==> src/hdl/btpc_pkg.sv <==
// Shared types, constants and helpers for the barometric compensation pipeline.
// No dependencies.
package btpc_pkg;

    localparam int unsigned WORD_W = 32;
    localparam int unsigned RAW_W  = 16;
    localparam int unsigned NUM_CFG = 5;
    localparam int unsigned CFG_IDX_W = 3;
    localparam int unsigned CFG_W  = 32;

    localparam logic [CFG_IDX_W-1:0] REG_PAIR_A = 3'd0;
    localparam logic [CFG_IDX_W-1:0] REG_PAIR_B = 3'd1;
    localparam logic [CFG_IDX_W-1:0] REG_PAIR_C = 3'd2;
    localparam logic [CFG_IDX_W-1:0] REG_PAIR_D = 3'd3;
    localparam logic [CFG_IDX_W-1:0] REG_PAIR_E = 3'd4;

    localparam logic [31:0] B5_OFFSET  = 32'd4000;
    localparam logic [31:0] PRESS_SCALE = 32'd50000;
    localparam logic [31:0] C_X1       = 32'd3038;
    localparam logic [31:0] C_X2       = 32'hFFFF_E343; // -7357
    localparam logic [31:0] C_OFS      = 32'd3791;
    localparam logic [31:0] B4_BIAS    = 32'd32768;

    function automatic logic [31:0] sx16(input logic [15:0] v);
        sx16 = {{16{v[15]}}, v};
    endfunction

    function automatic logic [31:0] asr32(input logic [31:0] v, input int unsigned n);
        asr32 = 32'($signed(v) >>> n);
    endfunction

    function automatic logic [31:0] mul32(input logic [31:0] a, input logic [31:0] b);
        mul32 = 32'(a * b);
    endfunction

endpackage

==> src/hdl/btpc_udiv.sv <==
// Pipelined 32-bit unsigned restoring divider, one quotient bit per stage.
// Carries a side payload alongside; uses btpc_pkg.
module btpc_udiv #(
    parameter int unsigned SIDE_W = 8
) (
    input  logic              clk,
    input  logic              rst_n,
    input  logic              adv,
    input  logic              in_vld,
    input  logic [31:0]       num,
    input  logic [31:0]       den,
    input  logic [SIDE_W-1:0] side_in,
    output logic              out_vld,
    output logic [31:0]       quo,
    output logic [SIDE_W-1:0] side_out
);
    import btpc_pkg::*;

    localparam int unsigned N = 32;

    logic              vld_reg  [N+1];
    logic [31:0]       rem_reg  [N+1];
    logic [31:0]       q_reg    [N+1];
    logic [31:0]       d_reg    [N+1];
    logic [SIDE_W-1:0] side_reg [N+1];

    always_comb
    begin
        vld_reg[0]  = in_vld;
        rem_reg[0]  = 32'd0;
        q_reg[0]    = num;
        d_reg[0]    = den;
        side_reg[0] = side_in;
    end

    for (genvar s = 0; s < N; s++) begin : g_stage
        logic [32:0] shifted;
        logic [32:0] diff;
        always_comb
        begin
            shifted = {rem_reg[s], q_reg[s][31]};
            diff    = shifted - {1'b0, d_reg[s]};
        end
        always_ff @(posedge clk or negedge rst_n)
        begin
            if (!rst_n)
            begin
                vld_reg[s+1] <= 1'b0;
            end
            else if (adv)
            begin
                vld_reg[s+1] <= vld_reg[s];
            end
        end
        always_ff @(posedge clk)
        begin
            if (adv)
            begin
                if (!diff[32])
                begin
                    rem_reg[s+1] <= diff[31:0];
                    q_reg[s+1]   <= {q_reg[s][30:0], 1'b1};
                end
                else
                begin
                    rem_reg[s+1] <= shifted[31:0];
                    q_reg[s+1]   <= {q_reg[s][30:0], 1'b0};
                end
                d_reg[s+1]    <= d_reg[s];
                side_reg[s+1] <= side_reg[s];
            end
        end
    end

    assign out_vld  = vld_reg[N];
    assign quo      = q_reg[N];
    assign side_out = side_reg[N];
endmodule
==> config.mk <==
export PLATFORM = sky130hd
export DESIGN_NAME = btpc_udiv
export DESIGN_NICKNAME = d
export VERILOG_FILES = /design/src/hdl/btpc_pkg.sv /design/src/hdl/btpc_udiv.sv
export SDC_FILE = /design/constraint.sdc
export NUM_CORES = 2
export LEC_CHECK = 0
export BUFFER_PORTS_ARGS = -buffer_cell sky130_fd_sc_hd__buf_2
export CAP_MARGIN = 20
export CORE_MARGIN = 4
export CORE_UTILIZATION = 45
export DETAILED_ROUTE_END_ITERATION = 8
export HOLD_SLACK_MARGIN = 0.1
export PLACE_DENSITY = 0.68
export SYNTH_ARGS = -nofsm -noshare
export SYNTH_HDL_FRONTEND = slang
export SYNTH_SLANG_ARGS = --single-unit
==> constraint.sdc <==
create_clock -name clk -period 11.95 [get_ports clk]
set_input_delay 1.195 -clock clk [delete_from_list [all_inputs] [get_ports clk]]
set_output_delay 1.195 -clock clk [all_outputs]
set_load 0.02 [all_outputs]
* Word level (Yosys, flattened, before mapping) *
Cells that the tools add are included.

word-level totals
  input port bits = 76
  output and inout port bits = 41
  register bits = 3,296

cells by class
  $add $sub $neg = 32
  mux-type cells = 63

operators with widths
  cell              count
  $sub A33 B32 Y33  31
  $mux W32          30
  $mux W1           33
  $sub A1 B32 Y33   1

* Longest topological paths before layout *
  word-level depth = 2
  depth in mapped cells = 16

* Worst setup path after synthesis *
Ideal clock, no wire load.

  kind = register to register
  start point = reg d_reg[576] (netlist bit)
  end point = reg rem_reg (netlist bit g_stage[15].shifted[25]) (data pin)
  data required time = 11.690 ns
  period minus slack after synthesis = 3.757 ns
  stages on the path, launching flop included = 15
  buffers on the path = 1
  setup slack = 8.193 ns
  arrival = 3.497 ns
  cell sequence = edfxtp_1 ha_1 fa_1 nand2b_1 a21boi_0 o21ai_0 a211oi_1 nor3_1 o21a_1 o31a_1 o21ai_1 a21oi_1 xnor2_2 buf_2 mux2_2

on the way
  longest elaborated chain between the ends = 2

RTL lines
  item                              line             RTL
  start: declaration                btpc_udiv.sv:24  logic [31:0] d_reg [N+1];
  start signal: indexed assignment  btpc_udiv.sv:69  d_reg[s+1] <= d_reg[s];
  $sub A33 B32 Y33                  btpc_udiv.sv:42  diff = shifted - {1'b0, d_reg[s]};
  $mux W32                          btpc_udiv.sv:59  if (!diff[32])
  end signal: indexed assignment    btpc_udiv.sv:61  rem_reg[s+1] <= diff[31:0];
  end signal: indexed assignment    btpc_udiv.sv:66  rem_reg[s+1] <= shifted[31:0];
  end: declaration                  btpc_udiv.sv:22  logic [31:0] rem_reg [N+1];

No other way between the ends.
A chain may end at the register's enable or synchronous reset.

* Worst setup path in the final report *
  start point = reg d_reg[192] (netlist bit)
  end point = reg rem_reg (netlist bit g_stage[27].shifted[14]) (data pin)

Same word-level chain as after synthesis.

==> results.sh <==
export IMPL_path_max_fanout=55
export IMPL_overflow=0
export IMPL_crit_family="compound AO/OA/AOI/OAI gates"
export IMPL_cp_arrival_ps=5540
export IMPL_p_clk_frac=0.217
export IMPL_ys_flop_type="edfxtp_1"
export IMPL_place_hpwl_microns=206000
export IMPL_tns_ps=0
export IMPL_cap_violations=0
export IMPL_yosysWarnings=0
export IMPL_period_minus_slack_ps=4890
export IMPL_core_sq_mm=0.357
export IMPL_use_met3=0.0222
export IMPL_path_class="flop to flop"
export IMPL_cts_repair_resized=0
export IMPL_hold_path_class="input pin to async pin"
export IMPL_final_nets=13700
export IMPL_place_gp_congestion=0.908
export IMPL_yosys_area_share_adder=0.0806
export IMPL_dp_slack_ps=7120
export IMPL_clk_latency_ps=930
export IMPL_ff2ff_setup_slack_ps=7060
export IMPL_synth_largest_area_cell="edfxtp_1"
export IMPL_vias=92500
export IMPL_yosysSeqAreaShare=0.612
export IMPL_use_met2=0.303
export IMPL_synthCells=12200
export IMPL_grt_pass1_vias=94100
export IMPL_cts_setup_buffers=0
export IMPL_cts_tree="yes"
export IMPL_seqPwrFrac=0.360
export IMPL_p_leak_uw=0.0708
export IMPL_cp_num_buf_inv=1
export IMPL_wirelength_microns=290000
export IMPL_grt_busiest_layer="met2"
export IMPL_drt_iter0_drc=5059
export IMPL_die_area_sq_mm=0.369
export IMPL_track_usage=0.152
export IMPL_clock_path_buffers=4
export IMPL_rsz0062_at_grt="no"
export IMPL_holdBufCountCts=0
export IMPL_worst_slack_ps=7060
export IMPL_r2r_cells=13
export IMPL_setup_violations=0
export IMPL_met1_usage=0.149
export IMPL_yosysTopAreaCellShare=0.607
export IMPL_maxSlewViolCount=0
export IMPL_grt_max_degree=193
export IMPL_synthSimpleGateAreaFrac=0.0603
export IMPL_hold_viol=0
export IMPL_routedWlPerCell_microns=16.5
export IMPL_max_stage_delay_ps=700
export IMPL_synth_xor_area_frac=0.0432
export IMPL_cts_buffers=362
export IMPL_clk_pin_slew_worst_paths_ps=60
export IMPL_crit_path_end_kind="flop"
export IMPL_stdcell_count=17600
export IMPL_netlist_area_sq_mm=0.162
export IMPL_chipHeight_microns=607
export IMPL_largest_register_ffs=1023
export IMPL_cts_sinks=3296
export IMPL_internal_power_uw=32900
export IMPL_drive_above_1_share=0.121
export IMPL_finalCritPeriodShare=0.409
export IMPL_outcome="finished clean"
export IMPL_avgSynthCellArea_sq_um=13.2
export IMPL_ant_nets=0
export IMPL_worst_slew_pin_slew_ps=1220
export IMPL_swShare=0.339
export IMPL_grt_first_pass_wirelength_microns=464000
export IMPL_cts_root_buf="clkbuf_16"
export IMPL_power_density_mw_per_mm2=278
export IMPL_p_switching_uw=16900
export IMPL_ctsHtreeMaxLevel=5
export IMPL_startpoint_type="flop"
export IMPL_synth_seq_cells=3296
export IMPL_timing_fmax_mhz=205
export IMPL_path_common_cell="a221oi_1"
export IMPL_combPwrFrac=0.424
export IMPL_ir_worst_vdd_uv=160
export IMPL_crit_path_cell_trace="ha_1 -> fa_1 -> nor2b_1 -> o31ai_1 -> a221oi_1 -> nor3_1 -> or4_1 -> a21oi_2 -> a31o_2 -> a221oi_1 -> xor2_4 -> buf_4 -> o21ai_0"
export IMPL_rows=219
export IMPL_ios=117
export IMPL_drc_errors=0
export IMPL_start_util=0.453
export IMPL_viasPerCell=5.26
export IMPL_worstPathRequired_ps=12600
export IMPL_place_port_buffers=116
export IMPL_crit_slowest_cell="or4_1"
export IMPL_area_growth_pct=11.1
export IMPL_synth_async_reset_ratio=0.00971
export IMPL_die_w_microns=607
export IMPL_drt_pass1_iter_count=7
export IMPL_synth_edf_count=3264
export IMPL_synth_area_top_cells="edfxtp_1 61%, ha_1 7.7%, mux2_2 5.3%"
export IMPL_synth_mux_area_frac=0.0574
export IMPL_slew_headroom=0.185
export IMPL_clock_skew_final_ps=63.9
export IMPL_synth_top_family_by_area="compound AO/OA/AOI/OAI gates"
export IMPL_yosysUniqueCellTypes=101
export IMPL_synth_compound_area_frac=0.110
export IMPL_antenna_found_initial=3
export IMPL_place_inst=16900
export IMPL_cp_depth=13
cells in the mapped netlist, types with 13 or more instances:
| cell type | instances |
|---|---|
| o211ai_1 | 39 |
| inv_1 | 1240 |
| and4_1 | 16 |
| or3_1 | 33 |
| buf_2 | 63 |
| nor4_1 | 30 |
| a221oi_1 | 28 |
| and3_1 | 89 |
| nand2_1 | 605 |
| nand4_1 | 75 |
| nor3b_1 | 13 |
| and2_1 | 54 |
| or2_2 | 23 |
| o21a_1 | 143 |
| ha_1 | 993 |
| mux2i_1 | 70 |
| o21ai_1 | 24 |
| buf_1 | 13 |
| o21bai_1 | 117 |
| nor2b_1 | 120 |
| edfxtp_1 | 3264 |
| a2111oi_0 | 18 |
| a21o_1 | 399 |
| fa_1 | 30 |
| nand2b_1 | 135 |
| a311o_1 | 14 |
| clkbuf_1 | 121 |
| xnor2_1 | 511 |
| o21ai_0 | 604 |
| nor3_1 | 119 |
| a211o_1 | 30 |
| mux2_2 | 755 |
| xor2_1 | 274 |
| nor2_1 | 491 |
| dfrtp_1 | 32 |
| a21oi_1 | 825 |
| a31oi_1 | 90 |
| a31o_2 | 19 |
| buf_4 | 43 |
| a211oi_1 | 86 |
| nand3_1 | 180 |
| o2111a_1 | 15 |
| o31a_1 | 41 |
| a21boi_0 | 48 |
| o31ai_1 | 68 |
worst paths after layout:
kind | start | endpoint
worst min register to register | q_reg[813] | q_reg[782]
worst max register to register | d_reg[192] | g_stage[27].shifted[14]
max in group asynchronous | rst_n | out_vld
worst max-delay path | d_reg[192] | g_stage[27].shifted[14]
worst min-delay path | rst_n | vld_reg[27]
min in group clk | q_reg[813] | q_reg[782]
cell type report:
cell class / instances / area (sq um)
Fill cell: 30100 / 177000
Sequential cell: 3296 / 98800
Multi-Input combinational cell: 7464 / 57200
Clock buffer: 450 / 9470
Tap cell: 4751 / 5940
Inverter: 1240 / 4650
Clock inverter: 204 / 2030
Timing Repair Buffer: 193 / 1370
Antenna cell: 5 / 12.5
worst reg2reg max path, cell delays in order (launching register included):
cell and delay, ps:
edfxtp_1 390, ha_1 230, fa_1 420, nor2b_1 180, o31ai_1 140, a221oi_1 650, nor3_1 200, or4_1 700
a21oi_2 280, a31o_2 220, a221oi_1 140, xor2_4 330, buf_4 490, o21ai_0 240
routing by layer:
layer | routed length, microns | vias to the layer above | share of wire
met1 | 105000 | 44300 | 0.36
li1 | - | 46000 | -
met2 | 160000 | 1411 | 0.55
met3 | 8800 | 786 | 0.030
met5 | 0 | - | 0
met4 | 16400 | 0 | 0.057
cell usage in the layout (no fill, tap or decap), types with 180 or more instances in the layout:
master / count
mux2_2: 755
o21ai_0: 604
clkbuf_16: 365
xor2_1: 264
nand2_1: 605
nor2_1: 491
inv_1: 1240
a21oi_1: 825
ha_1: 993
a21o_1: 399
nand3_1: 180
xnor2_1: 498
edfxtp_1: 3264
stage by stage:
step                total power (uW)  utilization  hold slack, ps  instance area (sq um)
floorplan                      34500            -             400                 162000
global placement               38800        0.471             400                 168000
detailed placement             39100        0.471             405                 168000
CTS                            50300        0.503             299                 179000
global route                   53200        0.503             370                 179000
finish                         49800        0.503             367                 179000
logic make-up (layout without fill, tap and decap cells):
group,count (synthesis),count (layout)
XOR/XNOR,790,790
AO/OA/AOI/OAI,2778,2778
multiplexers,831,831
buffers and inverters,1492,2087
adder cells (fa/ha/maj),1023,1023
other,1,20
AND/OR/NAND/NOR,2027,2027
flip-flops,3296,3296
power groups by stage:
stage | logic, uW | clock network [uW] | registers (uW)
floorplan | 17000 | 0 | 17500
detailed placement | 21000 | 0 | 18200
global placement | 20600 | 0 | 18100
CTS | 21200 | 11200 | 17900
global route | 23400 | 11700 | 18200
finish | 21100 | 10800 | 17900
Note: power is estimated with default switching activity, not from simulation.
